File: src/hw/rtl/u8u16_pkg.sv
package u8u16_pkg;

   // Byte classes and code point limits used by the decoder.
   localparam logic [7:0]  LEAD2_BASE   = 8'hc0;
   localparam logic [7:0]  LEAD3_BASE   = 8'he0;
   localparam logic [7:0]  LEAD4_BASE   = 8'hf0;
   localparam logic [7:0]  LEAD_LIMIT   = 8'hf8;
   localparam logic [7:0]  ASCII_LIMIT  = 8'h80;
   localparam logic [20:0] MAX_CODE     = 21'h10ffff;
   localparam logic [20:0] SURR_FIRST   = 21'h00d800;
   localparam logic [20:0] SURR_LAST    = 21'h00dfff;
   localparam logic [20:0] BOM_CODE     = 21'h00feff;
   localparam logic [20:0] PLANE1_BASE  = 21'h010000;
   localparam logic [20:0] MIN_CODE2    = 21'h000080;
   localparam logic [20:0] MIN_CODE3    = 21'h000800;
   localparam logic [15:0] HIGH_SURR    = 16'hd800;
   localparam logic [15:0] LOW_SURR     = 16'hdc00;
   localparam logic [15:0] COUNT_MAX    = 16'hffff;

   // Number of result slots one byte can produce.
   localparam int SLOTS = 3;

   typedef enum logic [1:0] {
      ST_ACTIVE = 2'd0,
      ST_ENDED  = 2'd1,
      ST_ERROR  = 2'd2
   } status_type;

   typedef enum logic [1:0] {
      KIND_UNIT    = 2'd0,
      KIND_END_OK  = 2'd1,
      KIND_END_ERR = 2'd2
   } kind_type;

   typedef struct packed {
      logic [15:0] unit_value;
      kind_type    result_kind;
      logic [15:0] unit_count;
   } result_type;

   // Everything one input byte produces, in delivery order.
   typedef struct packed {
      result_type [SLOTS-1:0] slot;
      logic [1:0]             num;
   } bundle_type;

endpackage

File: src/hw/rtl/u8u16_req_if.sv
interface u8u16_req_if;
   logic       valid;
   logic       ready;
   logic [7:0] in_byte;
   logic       last_byte;

   modport source (output valid, output in_byte, output last_byte, input ready);
   modport sink (input valid, input in_byte, input last_byte, output ready);
endinterface

File: src/hw/rtl/u8u16_rsp_if.sv
interface u8u16_rsp_if;
   logic        valid;
   logic        ready;
   logic [15:0] unit_value;
   logic [1:0]  result_kind;
   logic [15:0] unit_count;
   logic        last_result;

   modport source (output valid, output unit_value, output result_kind,
                   output unit_count, output last_result, input ready);
   modport sink (input valid, input unit_value, input result_kind,
                 input unit_count, input last_result, output ready);
endinterface

File: src/hw/rtl/u8u16_decoder.sv
module u8u16_decoder (
   input  logic                  clock,
   input  logic                  reset,
   input  logic                  take,
   input  logic [7:0]            in_byte,
   input  logic                  last_byte,
   output u8u16_pkg::bundle_type bundle
);

   logic [1:0]             remain_ff, remain_in;
   logic [2:0]             seqlen_ff, seqlen_in;
   logic [20:0]            acc_ff, acc_in;
   u8u16_pkg::status_type  status_ff, status_in;
   logic [15:0]            units_ff, units_in;

   logic [1:0]             step_remain;
   logic [2:0]             step_seqlen;
   logic [20:0]            step_acc;
   u8u16_pkg::status_type  step_status;
   logic                   emit_valid;
   logic [20:0]            emit_cp;
   logic [20:0]            shifted;
   logic [20:0]            min_code;
   logic                   skip;
   logic [20:0]            offset;
   logic [1:0]             num_units;
   logic [15:0]            unit0;
   logic [15:0]            unit1;
   logic [16:0]            units_sum;
   logic [15:0]            units_next;
   u8u16_pkg::result_type  end_res;
   u8u16_pkg::result_type  res0;
   u8u16_pkg::result_type  res1;

   // Decode step for one byte against the current sequence state.
   always_comb begin
      step_remain = remain_ff;
      step_seqlen = seqlen_ff;
      step_acc    = acc_ff;
      step_status = status_ff;
      emit_valid  = 1'b0;
      emit_cp     = '0;
      shifted     = {acc_ff[14:0], in_byte[5:0]};
      min_code    = u8u16_pkg::PLANE1_BASE;
      if (seqlen_ff == 3'd2) begin
         min_code = u8u16_pkg::MIN_CODE2;
      end else if (seqlen_ff == 3'd3) begin
         min_code = u8u16_pkg::MIN_CODE3;
      end
      if (status_ff == u8u16_pkg::ST_ACTIVE) begin
         if (remain_ff == 2'd0) begin
            if (in_byte == 8'd0) begin
               step_status = u8u16_pkg::ST_ENDED;
            end else if (in_byte < u8u16_pkg::ASCII_LIMIT) begin
               emit_valid = 1'b1;
               emit_cp    = {13'd0, in_byte};
            end else if (in_byte < u8u16_pkg::LEAD2_BASE) begin
               step_status = u8u16_pkg::ST_ERROR;
            end else if (in_byte < u8u16_pkg::LEAD3_BASE) begin
               step_seqlen = 3'd2;
               step_remain = 2'd1;
               step_acc    = {16'd0, in_byte[4:0]};
            end else if (in_byte < u8u16_pkg::LEAD4_BASE) begin
               step_seqlen = 3'd3;
               step_remain = 2'd2;
               step_acc    = {17'd0, in_byte[3:0]};
            end else if (in_byte < u8u16_pkg::LEAD_LIMIT) begin
               step_seqlen = 3'd4;
               step_remain = 2'd3;
               step_acc    = {18'd0, in_byte[2:0]};
            end else begin
               step_status = u8u16_pkg::ST_ERROR;
            end
         end else if (in_byte[7:6] != 2'b10) begin
            step_status = u8u16_pkg::ST_ERROR;
         end else begin
            step_acc    = shifted;
            step_remain = remain_ff - 2'd1;
            if (remain_ff == 2'd1) begin
               if (shifted < min_code) begin
                  step_status = u8u16_pkg::ST_ERROR;
               end else begin
                  emit_valid = 1'b1;
                  emit_cp    = shifted;
               end
               step_seqlen = 3'd0;
               step_acc    = '0;
            end
         end
         if (step_status == u8u16_pkg::ST_ERROR) begin
            step_remain = 2'd0;
            step_seqlen = 3'd0;
            step_acc    = '0;
         end
      end
   end

   // Code point to UTF-16 units; dropped code points give none.
   always_comb begin
      skip = (emit_cp > u8u16_pkg::MAX_CODE)
          || (emit_cp >= u8u16_pkg::SURR_FIRST && emit_cp <= u8u16_pkg::SURR_LAST)
          || (emit_cp == u8u16_pkg::BOM_CODE);
      offset    = emit_cp - u8u16_pkg::PLANE1_BASE;
      num_units = 2'd0;
      unit0     = emit_cp[15:0];
      unit1     = '0;
      if (emit_valid && !skip) begin
         if (emit_cp < u8u16_pkg::PLANE1_BASE) begin
            num_units = 2'd1;
         end else begin
            num_units = 2'd2;
            unit0     = u8u16_pkg::HIGH_SURR + {6'd0, offset[19:10]};
            unit1     = u8u16_pkg::LOW_SURR + {6'd0, offset[9:0]};
         end
      end
      units_sum  = {1'b0, units_ff} + {15'd0, num_units};
      units_next = units_sum[16] ? u8u16_pkg::COUNT_MAX : units_sum[15:0];
   end

   // Results in delivery order: units first, then the end result.
   always_comb begin
      end_res.unit_value  = '0;
      end_res.unit_count  = units_next;
      end_res.result_kind = u8u16_pkg::KIND_END_OK;
      if (step_status == u8u16_pkg::ST_ERROR
          || (step_status == u8u16_pkg::ST_ACTIVE && step_remain != 2'd0)) begin
         end_res.result_kind = u8u16_pkg::KIND_END_ERR;
      end
      res0.unit_value  = unit0;
      res0.result_kind = u8u16_pkg::KIND_UNIT;
      res0.unit_count  = '0;
      res1.unit_value  = unit1;
      res1.result_kind = u8u16_pkg::KIND_UNIT;
      res1.unit_count  = '0;
      bundle.slot[0] = (num_units != 2'd0) ? res0 : end_res;
      bundle.slot[1] = (num_units == 2'd2) ? res1 : end_res;
      bundle.slot[2] = end_res;
      bundle.num     = num_units + {1'b0, last_byte};
   end

   // State advances on each accepted byte; the last byte restarts the string.
   always_comb begin
      remain_in = remain_ff;
      seqlen_in = seqlen_ff;
      acc_in    = acc_ff;
      status_in = status_ff;
      units_in  = units_ff;
      if (take) begin
         if (last_byte) begin
            remain_in = '0;
            seqlen_in = '0;
            acc_in    = '0;
            status_in = u8u16_pkg::ST_ACTIVE;
            units_in  = '0;
         end else begin
            remain_in = step_remain;
            seqlen_in = step_seqlen;
            acc_in    = step_acc;
            status_in = step_status;
            units_in  = units_next;
         end
      end
   end

   always_ff @(posedge clock) begin
      if (reset) begin
         remain_ff <= '0;
         seqlen_ff <= '0;
         acc_ff    <= '0;
         status_ff <= u8u16_pkg::ST_ACTIVE;
         units_ff  <= '0;
      end else begin
         remain_ff <= remain_in;
         seqlen_ff <= seqlen_in;
         acc_ff    <= acc_in;
         status_ff <= status_in;
         units_ff  <= units_in;
      end
   end

endmodule

File: src/hw/rtl/u8u16_result_queue.sv
module u8u16_result_queue (
   input  logic                  clock,
   input  logic                  reset,
   input  logic                  in_valid,
   output logic                  in_ready,
   input  u8u16_pkg::bundle_type bundle,
   output logic                  out_valid,
   input  logic                  out_ready,
   output u8u16_pkg::result_type out_result,
   output logic                  out_last
);

   u8u16_pkg::result_type [u8u16_pkg::SLOTS-1:0] slot_ff, slot_in;
   logic [1:0] left_ff, left_in;
   logic [1:0] pos_ff, pos_in;
   logic       drain;
   logic       load;

   // A new byte is taken once the last held result leaves, in the same cycle.
   always_comb begin
      out_valid  = left_ff != 2'd0;
      drain      = out_valid && out_ready;
      in_ready   = (left_ff == 2'd0) || (left_ff == 2'd1 && out_ready);
      load       = in_valid && in_ready;
      out_result = slot_ff[pos_ff];
      out_last   = left_ff == 2'd1;
      slot_in    = slot_ff;
      left_in    = left_ff;
      pos_in     = pos_ff;
      if (load) begin
         slot_in = bundle.slot;
         left_in = bundle.num;
         pos_in  = 2'd0;
      end else if (drain) begin
         left_in = left_ff - 2'd1;
         pos_in  = pos_ff + 2'd1;
      end
   end

   always_ff @(posedge clock) begin
      slot_ff <= slot_in;
      if (reset) begin
         left_ff <= '0;
         pos_ff  <= '0;
      end else begin
         left_ff <= left_in;
         pos_ff  <= pos_in;
      end
   end

endmodule

File: src/hw/rtl/utf8_to_utf16_transcoder.sv
// Channel   Dir   Fields                                            Transfer
// req_if    in    in_byte[7:0], last_byte                           valid & ready
// rsp_if    out   unit_value[15:0], result_kind[1:0],               valid & ready
//                 unit_count[15:0], last_result
//
// A byte is decoded in the cycle it is accepted; its results appear on rsp_if
// from the next cycle, one per cycle while rsp_if is ready, in order. The result
// register holds up to three results, so a byte giving zero or one result keeps
// one byte per cycle while rsp_if is ready; more results hold off the next byte.
// Reset (synchronous) returns the decoder to the start of a string and empties
// the result register. A stalled rsp_if holds req_if ready low once results queue.
module utf8_to_utf16_transcoder (
   input logic         clock,
   input logic         reset,
   u8u16_req_if.sink   req_if,
   u8u16_rsp_if.source rsp_if
);

   u8u16_pkg::bundle_type bundle;
   u8u16_pkg::result_type result;
   logic                  take;

   assign take = req_if.valid && req_if.ready;

   // Per-byte decode and string state.
   u8u16_decoder u_decoder (
      .clock     (clock),
      .reset     (reset),
      .take      (take),
      .in_byte   (req_if.in_byte),
      .last_byte (req_if.last_byte),
      .bundle    (bundle)
   );

   // Result register that serializes each transaction's results.
   u8u16_result_queue u_queue (
      .clock      (clock),
      .reset      (reset),
      .in_valid   (req_if.valid),
      .in_ready   (req_if.ready),
      .bundle     (bundle),
      .out_valid  (rsp_if.valid),
      .out_ready  (rsp_if.ready),
      .out_result (result),
      .out_last   (rsp_if.last_result)
   );

   assign rsp_if.unit_value  = result.unit_value;
   assign rsp_if.result_kind = result.result_kind;
   assign rsp_if.unit_count  = result.unit_count;

endmodule

File: src/flat_wrapper.sv
// flat-port wrapper written by rule: the top's interface ports become plain ports
module utf8_to_utf16_transcoder_flat 
  (clock, reset, req_if_valid, req_if_in_byte, req_if_last_byte, req_if_ready, rsp_if_valid, rsp_if_unit_value, rsp_if_result_kind, rsp_if_unit_count, rsp_if_last_result, rsp_if_ready);
  u8u16_req_if req_if_i ();
  u8u16_rsp_if rsp_if_i ();
  input logic clock;
  input logic reset;
  input wire logic [$bits(req_if_i.valid)-1:0] req_if_valid;
  input wire logic [$bits(req_if_i.in_byte)-1:0] req_if_in_byte;
  input wire logic [$bits(req_if_i.last_byte)-1:0] req_if_last_byte;
  output wire logic [$bits(req_if_i.ready)-1:0] req_if_ready;
  output wire logic [$bits(rsp_if_i.valid)-1:0] rsp_if_valid;
  output wire logic [$bits(rsp_if_i.unit_value)-1:0] rsp_if_unit_value;
  output wire logic [$bits(rsp_if_i.result_kind)-1:0] rsp_if_result_kind;
  output wire logic [$bits(rsp_if_i.unit_count)-1:0] rsp_if_unit_count;
  output wire logic [$bits(rsp_if_i.last_result)-1:0] rsp_if_last_result;
  input wire logic [$bits(rsp_if_i.ready)-1:0] rsp_if_ready;
  assign req_if_i.valid = req_if_valid;
  assign req_if_i.in_byte = req_if_in_byte;
  assign req_if_i.last_byte = req_if_last_byte;
  assign req_if_ready = req_if_i.ready;
  assign rsp_if_valid = rsp_if_i.valid;
  assign rsp_if_unit_value = rsp_if_i.unit_value;
  assign rsp_if_result_kind = rsp_if_i.result_kind;
  assign rsp_if_unit_count = rsp_if_i.unit_count;
  assign rsp_if_last_result = rsp_if_i.last_result;
  assign rsp_if_i.ready = rsp_if_ready;
  utf8_to_utf16_transcoder u_core (.clock(clock), .reset(reset), .req_if(req_if_i), .rsp_if(rsp_if_i));
endmodule
File: config.mk
export PLATFORM = sky130hd
export DESIGN_NAME = utf8_to_utf16_transcoder_flat
export DESIGN_NICKNAME = d
export VERILOG_FILES = /design/src/hw/rtl/u8u16_pkg.sv /design/src/hw/rtl/u8u16_req_if.sv /design/src/hw/rtl/u8u16_rsp_if.sv /design/src/hw/rtl/u8u16_decoder.sv /design/src/hw/rtl/u8u16_result_queue.sv /design/src/hw/rtl/utf8_to_utf16_transcoder.sv /design/src/flat_wrapper.sv
export SDC_FILE = /design/constraint.sdc
export NUM_CORES = 1
export LEC_CHECK = 0
export BUFFER_PORTS_ARGS = -buffer_cell sky130_fd_sc_hd__buf_2
export CAP_MARGIN = 20
export CORE_MARGIN = 2
export CORE_UTILIZATION = 60
export CTS_CLUSTER_SIZE = 24
export DETAILED_ROUTE_END_ITERATION = 8
export GPL_ROUTABILITY_DRIVEN = 0
export GPL_TIMING_DRIVEN = 0
export PLACE_DENSITY = 0.83
export SYNTH_ARGS = -nofsm -noshare
export SYNTH_HDL_FRONTEND = slang
export SYNTH_SLANG_ARGS = --single-unit
File: constraint.sdc
create_clock -name clock -period 6.2 [get_ports clock]
set_clock_uncertainty 0.05 [all_clocks]
set_input_delay 1.24 -clock clock [delete_from_list [all_inputs] [get_ports clock]]
set_output_delay 1.24 -clock clock [all_outputs]
set_load 0.005 [all_outputs]
* Word-level counts from Yosys, hierarchy flattened
Index checks and enable logic that the tools add are counted.
Storage, ports and cells: register bits after elaboration 128, word-level logic and storage cells 151, output and inout port bits 37, input bits 13
Operators by class: $add $sub $neg 8, magnitude comparators 11, bitwise logic cells 2, reductions and logical operators 26, equal/unequal tests 14, multiplexer cells 75
Operators by type and width (number):
- two-way mux 15 bit | 12
- two-way mux 21 bit | 5
- binary-select mux 34 bit (select 2 bit) | 1
- two-way mux 16 bit | 4
- two-way mux 2 bit | 29
- < comparator 8 bit, second input constant | 5
- two-way mux 3 bit | 12
- two-way mux 17 bit | 2
- two-way mux 34 bit | 1
- adder 15 x 11 -> 16 bit, first input constant | 2
- equality test 21 x 16 -> 1 bit, second input constant | 1
- >= comparator 21 x 16 -> 1 bit, second input constant | 1
- greater-than comparator 21 bit, second input constant | 1
- less-or-equal comparator 21 x 16 -> 1 bit, second input constant | 1
- < comparator 21 x 17 -> 1 bit | 1
- < comparator 21 x 17 -> 1 bit, second input constant | 1
- subtractor 20 x 17 -> 20 bit, second input constant | 1
- adder 16 x 2 -> 17 bit | 1
- two-way mux 8 bit | 2
- != test 4 x 3 -> 1 bit, second input constant | 4
- nonzero test 2 bit | 5
- zero test 2 bit | 4
- zero test 8 bit | 1
- AND reduction 8 bit | 1
- other kinds (18) | 38

* Longest topological paths before layout
Gate-level depths: netlist (run 1).
depth after elaboration 19, gate-level depth with buffers 25, mapped depth without buffers 22

* By module
A second synthesis (run 1) with hierarchy kept.
Second synthesis, totals: cell total of the unflattened synthesis 678, area, all modules 7303.3 sq um
By module, submodules not included:
- u8u16_result_queue | seq. area each 3143.0 sq um, area an instance 4078.9 sq um, cells an instance 244, times used 1
- u8u16_decoder | seq. area each 760.7 sq um, area an instance 3218.1 sq um, cells an instance 433, times used 1
- utf8_to_utf16_transcoder | seq. area each 0.0 sq um, area an instance 6.3 sq um, cells an instance 1, times used 1

* Worst setup path after synthesis (run 1)
OpenSTA, ideal clock, no wires.
path kind input to register, start point in req_if_in_byte[7], end point reg u_core.u_queue.slot_ff[14] (netlist bit) (data pin), buffers on the path 3, data required time 5888 ps, path slack 545 ps, data arrival time 5342 ps, stages on the path 21, setup time 262 ps, cells stage by stage clkbuf_1 > nand3b_1 > or3_4 > nor2_1 > nand2_1 > ha_1 > nand4_1 > a2bb2oi_1 > o2111ai_4 > buf_2 > nor2_1 > ha_1 > inv_1 > fa_1 > nand3b_1 > or3_1 > clkbuf_1 > nor2_1 > nand3_1 > mux2i_1 > nor2_1
On the way: word-level cells in the longest chain between the ends 14, elaborated cells between the ends (all ways) 28, classes of those cells add/sub (1); order compare (5); eq/ne (2); mux (13); reduce/logical (7)
RTL lines:
- from (decl) | RTL line flat_wrapper.sv:9 | input wire logic [$bits(req_if_i.in_byte)-1:0] req_if_in_byte;
- < comparator 8 bit | RTL line u8u16_decoder.sv:54 | end else if (in_byte < u8u16_pkg::ASCII_LIMIT) begin
- two-way mux 8 bit | RTL line u8u16_decoder.sv:54
- two-way mux 8 bit | RTL line u8u16_decoder.sv:52 | if (in_byte == 8'd0) begin
- two-way mux 21 bit | RTL line u8u16_decoder.sv:51 | if (remain_ff == 2'd0) begin
- two-way mux 21 bit | RTL line u8u16_decoder.sv:50 | if (status_ff == u8u16_pkg::ST_ACTIVE) begin
- >= comparator 21 x 16 -> 1 bit / less-or-equal comparator 21 x 16 -> 1 bit (equally long branches) | RTL line u8u16_decoder.sv:101 | || (emit_cp >= u8u16_pkg::SURR_FIRST && emit_cp <= u8u16_pkg::SURR_LAST)
- logical AND 1 bit | RTL line u8u16_decoder.sv:101
- logical OR 1 bit | RTL line u8u16_decoder.sv:101
- logical OR 1 bit | RTL line u8u16_decoder.sv:102 | || (emit_cp == u8u16_pkg::BOM_CODE);
- zero test 1 bit | RTL line u8u16_decoder.sv:107 | if (emit_valid && !skip) begin
- logical AND 1 bit | RTL line u8u16_decoder.sv:107
- two-way mux 2 bit (*) | RTL line u8u16_decoder.sv:107
- adder 16 x 2 -> 17 bit | RTL line u8u16_decoder.sv:116 | units_sum = {1'b0, units_ff} + {15'd0, num_units};
- two-way mux 16 bit | RTL line u8u16_decoder.sv:117 | units_next = units_sum[16] ? u8u16_pkg::COUNT_MAX : units_sum[15:0];
- to (signal assigned) | RTL line u8u16_result_queue.sv:41 | slot_ff <= slot_in;
- to (decl) | RTL line u8u16_result_queue.sv:13 | u8u16_pkg::result_type [u8u16_pkg::SLOTS-1:0] slot_ff, slot_in;
Every way passes the cells marked *; elsewhere a longest branch is shown, timed or not. A chain may end at the register's enable or synchronous reset.

* Worst setup path in the final report (run 1)
start point in req_if_in_byte[6], end point reg u_core.u_decoder.units_ff[5]
On the way: word-level cells in the longest chain between the ends 15, elaborated cells between the ends (all ways) 28, classes of those cells add/sub (1); order compare (5); eq/ne (2); mux (14); reduce/logical (6)
RTL lines:
- < comparator 8 bit | RTL line u8u16_decoder.sv:54
- two-way mux 8 bit | RTL line u8u16_decoder.sv:54
- two-way mux 8 bit | RTL line u8u16_decoder.sv:52
- two-way mux 21 bit | RTL line u8u16_decoder.sv:51
- two-way mux 21 bit | RTL line u8u16_decoder.sv:50
- >= comparator 21 x 16 -> 1 bit / less-or-equal comparator 21 x 16 -> 1 bit (equally long branches) | RTL line u8u16_decoder.sv:101
- logical AND 1 bit | RTL line u8u16_decoder.sv:101
- logical OR 1 bit | RTL line u8u16_decoder.sv:101
- logical OR 1 bit | RTL line u8u16_decoder.sv:102
- zero test 1 bit | RTL line u8u16_decoder.sv:107
- logical AND 1 bit | RTL line u8u16_decoder.sv:107
- two-way mux 2 bit (*) | RTL line u8u16_decoder.sv:107
- adder 16 x 2 -> 17 bit (*) | RTL line u8u16_decoder.sv:116
- two-way mux 16 bit (*) | RTL line u8u16_decoder.sv:117
- two-way mux 16 bit (*) | RTL line u8u16_decoder.sv:149 | if (last_byte) begin
- to (signal assigned) | RTL line u8u16_decoder.sv:177 | units_ff <= units_in;
- to (decl) | RTL line u8u16_decoder.sv:14 | logic [15:0] units_ff, units_in;
Marks and branches as above.

==> flow_summary_export.csv, run 1 <==
group,metric,value,unit
route,drtAntennaViolNets,0,
worst_setup_path,cp_cell_sequence,"clkbuf_1 -> nand3b_1 -> or3_4 -> nor2_2 -> nand2_1 -> ha_1 -> nand4_1 -> a2bb2oi_2 -> o2111ai_4 -> buf_4 -> nor2_1 -> ha_1 -> inv_1 -> fa_1 -> nand3b_1 -> or3_1 -> clkbuf_1 -> inv_1 -> nand4_1 -> buf_2 -> and2_1 -> o21ai_0",
pwr,p_clk_frac,0.393,
die,die_y,106,um
cells_and_area,syn2layout_area_growth,17.4,%
route,route.vias.total,5062,
timing,worst_pin_slew,0.964,ns
clock_network,cts-buffers-inserted,17,
min_path,hold_start,"u_core.u_decoder.units_ff[0]$_SDFFE_PP0P_",
timing,hold_viol,0,
pwr,intPower,0.00185,W
timing,final-setup-viol-count,0,
worst_setup_path,worst-r2r-cell-count,24,
worst_setup_path,crit_type,"in2reg",
worst_setup_path,reg2reg_from,"u_core.u_decoder.remain_ff[0]$_SDFFE_PP0P_",
worst_setup_path,cp-end-kind,"flop",
pwr,power-per-cell-area,349,nW/um2
route,route.detailed.drc,0,
yosys,syn_area,6270,um2
job,drv_cap,0,
timing,slew_headroom,0.351,
timing,rsz0062_at_grt,"false",
die,die_x,106,um
min_path,min_to,"u_core.u_decoder.units_ff[0]$_SDFFE_PP0P_",
worst_setup_path,crit_family,"simple AND/OR/NAND/NOR gates",
yosys,post-synth-top-area-fraction,0.388,
cells_and_area,n_antenna_cell,0,
yosys,synth_top_family_by_area,"simple AND/OR/NAND/NOR gates",
pwr,combPwrFrac,0.190,
pwr,switching_share,0.280,
yosys,synth_simple_gate_area_share,0.208,
yosys,synth_top_area_cell,"edfxtp_1",
cells_and_area,fin_nets,716,
clock_network,htreeDepth,4,
global_route,antenna_found_initial,0,
yosys,ys_ff_latch,123,
worst_setup_path,required,6.59,ns
pwr,p_sw,0.000720,W
worst_setup_path,cp_max_fo,10,
worst_setup_path,timing.rr.end,"u_core.u_decoder.units_ff[5]$_SDFFE_PP0P_",
route,wirelength,14.9,mm
worst_setup_path,cp.arrival,6.23,ns
pwr,p_leak,2.85,nW
route,drt_iter0_drc,445,
global_route,grt_pass1_wl,23.7,mm
yosys,synth-compound-area-share,0.128,
yosys,synth_area_per_cell,10.1,um2
pwr,seq_power_share,0.417,
worst_setup_path,crit_slowest_cell,"or3_4",
placement,hpwl,10.0,mm
global_route,grt.total_usage,0.274,
clock_network,clock_sinks,123,
timing,whs,0.440,ns
clock_network,cts_tree,"done",
worst_setup_path,r2r_slack,0.38,ns
clock_network,clk_pin_slew_worst_paths,0.06,ns
yosys,synth_edf_count,81,
timing,final.min_clock_period,5.84,ns
min_path,hold_class,"reg2reg",
clock_network,insertion_delay,0.52,ns
die,num_rows,37,
die,fp.dieArea,11300,um2
placement,port_buffers,44,
route,wl_per_cell,17.7,um
yosys,synthArstFlopShare,0,
timing,drv_slew,0,
yosys,yosysSeqAreaShare,0.522,
die,core_area,10200,um2
worst_setup_path,cp_num_buf_inv,6,
worst_setup_path,start_kind,"input pin",
yosys,synthFlopType,"edfxtp_1",
worst_setup_path,slowest_delay,0.45,ns
yosys,yosysUniqueCellTypes,66,
route,drtPass1Iterations,5,
timing,post-route-period-util,0.943,
clock_network,clockBufferDepth,2,
yosys,yosysWarnings,0,
min_path,hold-path-cell-count,2,
global_route,grt_max_degree,71,
cells_and_area,final_cells,840,
cells_and_area,drive_gt1_frac,0.169,
yosys,synth_xor_area_frac,0.0195,
yosys,synthCells,623,
die,initial_core_util,0.613,
yosys,muxShareOfSynthArea,0.0531,
yosys,synthAdderAreaFrac,0.0251,
global_route,grt_overflow,0,
route,routed_via_density,6.03,
yosys,ys_top_cells_by_area,"edfxtp_1 (39%), dfxtp_1 (13%), mux2i_1 (4.9%)",
outcome,status,"complete, no violations",
placement,dp.cells,804,
global_route,grt_pass1_vias,4920,
clock_network,root_buffer,"clkbuf_8",
yosys,postSynthNetCount,648,
die,io_pins,50,
pwr,max-vdd-ir-drop,0.000191,V
timing,fmax,171,MHz
-- per-stage QoR --
stage / power (W) / instance area [um2] / utilization / setup WS (ns) / setup TNS (ns)
2_1_floorplan: 0.00138 / 6270 / - / 0.545 / 0
3_3_place_gp: 0.00153 / 6660 / 0.651 / -0.263 / -7.80
3_5_place_dp: 0.00156 / 6690 / 0.654 / -0.477 / -17.79
4_1_cts: 0.00257 / 7310 / 0.714 / 0.0108 / 0
5_1_grt: 0.00267 / 7360 / 0.720 / 0.0596 / 0
6_report: 0.00257 / 7360 / 0.720 / 0.355 / 0
-- power groups by stage --
stage          clock network (W)  logic, W  registers, W
2_1_floorplan                  0  0.000294       0.00108
3_3_place_gp                   0  0.000442       0.00109
3_5_place_dp                   0  0.000476       0.00109
4_1_cts                  0.00102  0.000482       0.00107
5_1_grt                  0.00105  0.000541       0.00108
6_report                 0.00101  0.000488       0.00107
-- metal layers --
layer | global-route usage | routed length, um | up-vias
met3 | 0.0711 | 1100 | 44
met4 | 0.146 | 408 | 0
met5 | 0 | 0 | -
met2 | 0.445 | 7240 | 232
li1 | - | - | 2373
met1 | 0.335 | 6110 | 2413
-- worst reg2reg max path, cell delays in order (launching register included) --
cell	delay, ns
dfxtp_1	0.39
inv_1	0.10
ha_1	0.25
or3_1	0.31
buf_2	0.17
or3_4	0.43
nor2_2	0.20
nand2_1	0.12
ha_1	0.22
nand4_1	0.19
a2bb2oi_2	0.25
o2111ai_4	0.18
buf_4	0.22
nor2_1	0.20
ha_1	0.21
inv_1	0.06
fa_1	0.43
nand3b_1	0.24
or3_1	0.41
clkbuf_1	0.17
inv_1	0.09
nand4_1	0.20
buf_2	0.25
and2_1	0.19
o21ai_0	0.20
-- state kept, by name (all words and copies together) (netlist names) --
name / flops
u_core.u_queue.slot_ff: 81
u_core.u_decoder.units_ff: 16
u_core.u_decoder.acc_ff: 15
u_core.u_decoder.seqlen_ff: 3
u_core.u_decoder.remain_ff: 2
u_core.u_decoder.status_ff: 2
u_core.u_queue.left_ff: 2
u_core.u_queue.pos_ff: 2
-- cell families (layout without fill, tap and decap cells) --
group / after synthesis / count (layout)
AO/OA/AOI/OAI: 118 / 118
XOR/XNOR: 14 / 14
adder cells (fa/ha/maj): 12 / 12
buffers and inverters: 66 / 147
flip-flops: 123 / 123
multiplexers: 33 / 33
AND/OR/NAND/NOR: 257 / 257
-- cells in the final DEF (no fill, tap or decap), drive strengths merged, types with 16 or more instances in the layout --
cell type	count
a22o	16
a21oi	21
and2	23
nor2	74
mux2i	31
buf	62
inv	39
clkbuf	37
nand2	67
o21ai	43
edfxtp	81
dfxtp	42
-- layout make-up --
type	instances	area [um2]
clock inverter	14	184
fill	715	2870
buffer	32	156
clock buffer	18	428
tap	136	170
inverter	34	130
sequential	123	3270
timing repair buffer	49	278
multi-input combinational	434	2740
-- synthesized netlist by cell type (2+ instances only) --
| cell type | n |
|---|---|
| nor3_2 | 2 |
| nand2b_1 | 11 |
| o31ai_1 | 2 |
| or3_1 | 3 |
| edfxtp_1 | 81 |
| a31o_2 | 2 |
| o21a_1 | 2 |
| a21o_1 | 2 |
| o32ai_1 | 2 |
| and3_1 | 4 |
| a31oi_1 | 4 |
| nand3_1 | 11 |
| nor2_1 | 74 |
| a211oi_1 | 4 |
| mux2i_1 | 31 |
| and4b_1 | 3 |
| dfxtp_1 | 42 |
| buf_6 | 3 |
| buf_1 | 2 |
| and2_1 | 23 |
| or4_1 | 2 |
| xnor2_1 | 7 |
| o21ai_0 | 41 |
| o211ai_1 | 2 |
| nor4_1 | 6 |
| a22o_1 | 16 |
| nand4_1 | 8 |
| and4_1 | 3 |
| nor3_1 | 12 |
| ha_1 | 11 |
| buf_2 | 7 |
| or2_2 | 5 |
| nand3b_1 | 9 |
| a221o_1 | 2 |
| inv_1 | 33 |
| a21oi_1 | 21 |
| nor2b_1 | 8 |
| xor2_1 | 7 |
| clkbuf_1 | 20 |
| a32o_1 | 2 |
| nand2_1 | 67 |
| mux2_2 | 2 |
-- how the worst max path moves through the flow --
| stage | startpoint | cells past startpoint | end | slack, ns |
|---|---|---|---|---|
| floorplan | req_if_in_byte[7] | 21 | u_core.u_queue.slot_ff[14]$_SDFFCE_PP0P_ | 0.55 |
| global placement | req_if_in_byte[7] | 22 | u_core.u_decoder.units_ff[11]$_SDFFE_PP0P_ | -0.26 |
| detailed placement | req_if_in_byte[7] | 22 | u_core.u_decoder.units_ff[5]$_SDFFE_PP0P_ | -0.48 |
| CTS | req_if_in_byte[7] | 22 | u_core.u_decoder.units_ff[10]$_SDFFE_PP0P_ | 0.01 |
| global route | u_core.u_decoder.remain_ff[0]$_SDFFE_PP0P_ | 24 | u_core.u_decoder.units_ff[10]$_SDFFE_PP0P_ | 0.06 |
| finish | req_if_in_byte[6] | 22 | u_core.u_decoder.units_ff[5]$_SDFFE_PP0P_ | 0.36 |
-- what timing repair did --
item | in CTS | in global routing
buffers inserted | 0 | 4
setup endpoints to repair | 2 | 56
hold buffers | 0 | 0
resized for setup | 1 | 11
pin swaps | 0 | 2
endpoints found under the hold margin | 0 | 0
No activity file was read; power rests on OpenSTA's default activity.
==> run 2: changes to the inputs <==
--- a/config.mk
+++ b/config.mk
@@ -5,7 +5,7 @@
 export SDC_FILE = /design/constraint.sdc
 export NUM_CORES = 1
 export LEC_CHECK = 0
-export BUFFER_PORTS_ARGS = -buffer_cell sky130_fd_sc_hd__buf_2
+export BUFFER_PORTS_ARGS = -buffer_cell sky130_fd_sc_hd__clkbuf_2
 export CAP_MARGIN = 20
 export CORE_MARGIN = 2
 export CORE_UTILIZATION = 60
==> flow_summary_export.csv, run 2 (synthesis results as in run 1) <==
group,metric,value,unit
timing,worst_pin_slew,1.02,ns
worst_setup_path,slowest_delay,0.45,ns
timing,hold_viol,0,
die,fp.dieArea,11300,um2
global_route,grt.total_usage,0.277,
worst_setup_path,cp_cell_sequence,"clkbuf_1 -> nand3b_1 -> or3_4 -> nor2_2 -> nand2_1 -> ha_1 -> nand4_1 -> a2bb2oi_2 -> o2111ai_4 -> buf_4 -> nor2_2 -> ha_1 -> inv_1 -> fa_1 -> nand3b_1 -> or3_1 -> clkbuf_1 -> inv_1 -> nand4_1 -> buf_2 -> and2_1 -> o21ai_0",
route,route.detailed.drc,0,
min_path,hold_class,"reg2reg",
worst_setup_path,start_kind,"input pin",
placement,port_buffers,44,
cells_and_area,fin_area,7340,um2
worst_setup_path,required,6.58,ns
cells_and_area,fin_nets,714,
timing,final.min_clock_period,5.89,ns
cells_and_area,layout_commonest_cell,"edfxtp_1",
pwr,total_power,0.00255,W
route,routed_via_density,6.03,
clock_network,htreeDepth,4,
cells_and_area,n_antenna_cell,0,
job,drv_cap,0,
clock_network,clock_sinks,123,
route,drtPass1Iterations,5,
worst_setup_path,cp_max_fo,10,
cells_and_area,drive_gt1_frac,0.168,
global_route,grt_pass1_wl,24.0,mm
timing,post-route-period-util,0.950,
cells_and_area,top_register,"u_core.u_queue.slot_ff",
route,wl_per_cell,17.8,um
global_route,antenna_found_initial,0,
cells_and_area,num-fill-cells,716,
die,num_rows,37,
timing,fmax,170,MHz
route,route.vias.total,5051,
timing,slew_headroom,0.312,
global_route,grt_overflow,0,
pwr,max-vdd-ir-drop,0.000247,V
pwr,p_leak,2.83,nW
timing,drv_slew,0,
pwr,power-per-cell-area,348,nW/um2
die,core_area,10200,um2
die,io_pins,50,
clock_network,insertion_delay,0.52,ns
clock_network,clk_pin_slew_worst_paths,0.06,ns
clock_network,clockBufferDepth,2,
die,die_y,106,um
cells_and_area,final_cell_mix,"edfxtp_1 (81), nor2_1 (72), nand2_1 (67)",
global_route,grt_pass1_vias,4754,
route,drt_iter0_drc,436,
clock_network,cts_hold_buf,0,
worst_setup_path,cp-end-kind,"flop",
cells_and_area,final_cells,838,
timing,final-setup-viol-count,0,
placement,place_area,6690,um2
global_route,grt_max_degree,71,
cells_and_area,top_regs,"u_core.u_queue.slot_ff: 81 flops, u_core.u_decoder.units_ff: 16 flops, u_core.u_decoder.acc_ff: 15 flops",
placement,dp.cells,804,
worst_setup_path,cp.arrival,6.27,ns
worst_setup_path,crit_type,"in2reg",
cells_and_area,largest_reg_flops,81,
cells_and_area,syn2layout_area_growth,17.0,%
route,drtAntennaViolNets,0,
clock_network,root_buffer,"clkbuf_8",
clock_network,cts_tree,"done",
placement,hpwl,10.0,mm
outcome,status,"complete, no violations",
clock_network,cts-buffers-inserted,17,
cells_and_area,fin_util,0.718,
die,initial_core_util,0.613,
worst_setup_path,crit_slowest_cell,"or3_4",
die,die_x,106,um
route,wirelength,14.9,mm
[run 2: worst paths after layout]
check / startpoint / endpoint / slack [ns] / cells past startpoint
worst max-delay path: req_if_in_byte[6] / u_core.u_decoder.units_ff[6]$_SDFFE_PP0P_ / 0.31 / 22
worst min-delay path: u_core.u_decoder.seqlen_ff[2]$_SDFFE_PP0P_ / u_core.u_decoder.seqlen_ff[2]$_SDFFE_PP0P_ / 0.44 / 2
worst min register to register: u_core.u_decoder.seqlen_ff[2]$_SDFFE_PP0P_ / u_core.u_decoder.seqlen_ff[2]$_SDFFE_PP0P_ / 0.44 / 2
worst max register to register: u_core.u_decoder.remain_ff[0]$_SDFFE_PP0P_ / u_core.u_decoder.units_ff[6]$_SDFFE_PP0P_ / 0.32 / 24
[run 2: area by class of cell]
type | count | area [um2] | share of cell area
timing repair buffer | 47 | 263 | 0.0358
clock inverter | 15 | 188 | 0.0256
clock buffer | 17 | 414 | 0.0564
multi-input combinational | 434 | 2750 | 0.374
buffer | 32 | 156 | 0.0213
sequential | 123 | 3270 | 0.446
inverter | 34 | 130 | 0.0177
tap | 136 | 170 | 0.0232
[run 2: power by group]
group	internal, W	switching (W)	total, W
registers	0.00103	0.0000362	0.00107
clock network	0.000619	0.000379	0.000998
logic	0.000182	0.000304	0.000485
[run 2: worst max-delay path, delay by kind of cell]
family	cells	cell delay, ns
buffers and inverters	6	1.07
adder cells (fa/ha/maj)	3	0.82
AO/OA/AOI/OAI	3	0.72
AND/OR/NAND/NOR	10	2.41
[run 2: metrics by stage]
stage	setup WS (ns)	hold slack (ns)	TNS, ns
after floorplan	0.545	0.379	0
after global placement	-0.264	0.392	-7.85
after detailed placement	-0.464	0.415	-16.37
after CTS	0.0126	0.442	0
after global routing	-0.0196	0.473	-0.0196
final	0.308	0.436	0
[run 2: timing repair]
| action | 4_1_cts | 5_1_grt |
|---|---|---|
| buffers inserted | 0 | 2 |
| setup endpoints to repair | 0 | 56 |
| resized for setup | 0 | 13 |
[run 2: routing by layer]
| layer | vias to the layer above | GRT usage | routed length, um | share of wire |
|---|---|---|---|---|
| met5 | - | 0 | 0 | 0 |
| met4 | 0 | 0.102 | 347 | 0.023 |
| met3 | 42 | 0.0619 | 1240 | 0.083 |
| met2 | 243 | 0.449 | 7180 | 0.48 |
| met1 | 2388 | 0.368 | 6140 | 0.41 |
| li1 | 2378 | - | - | - |
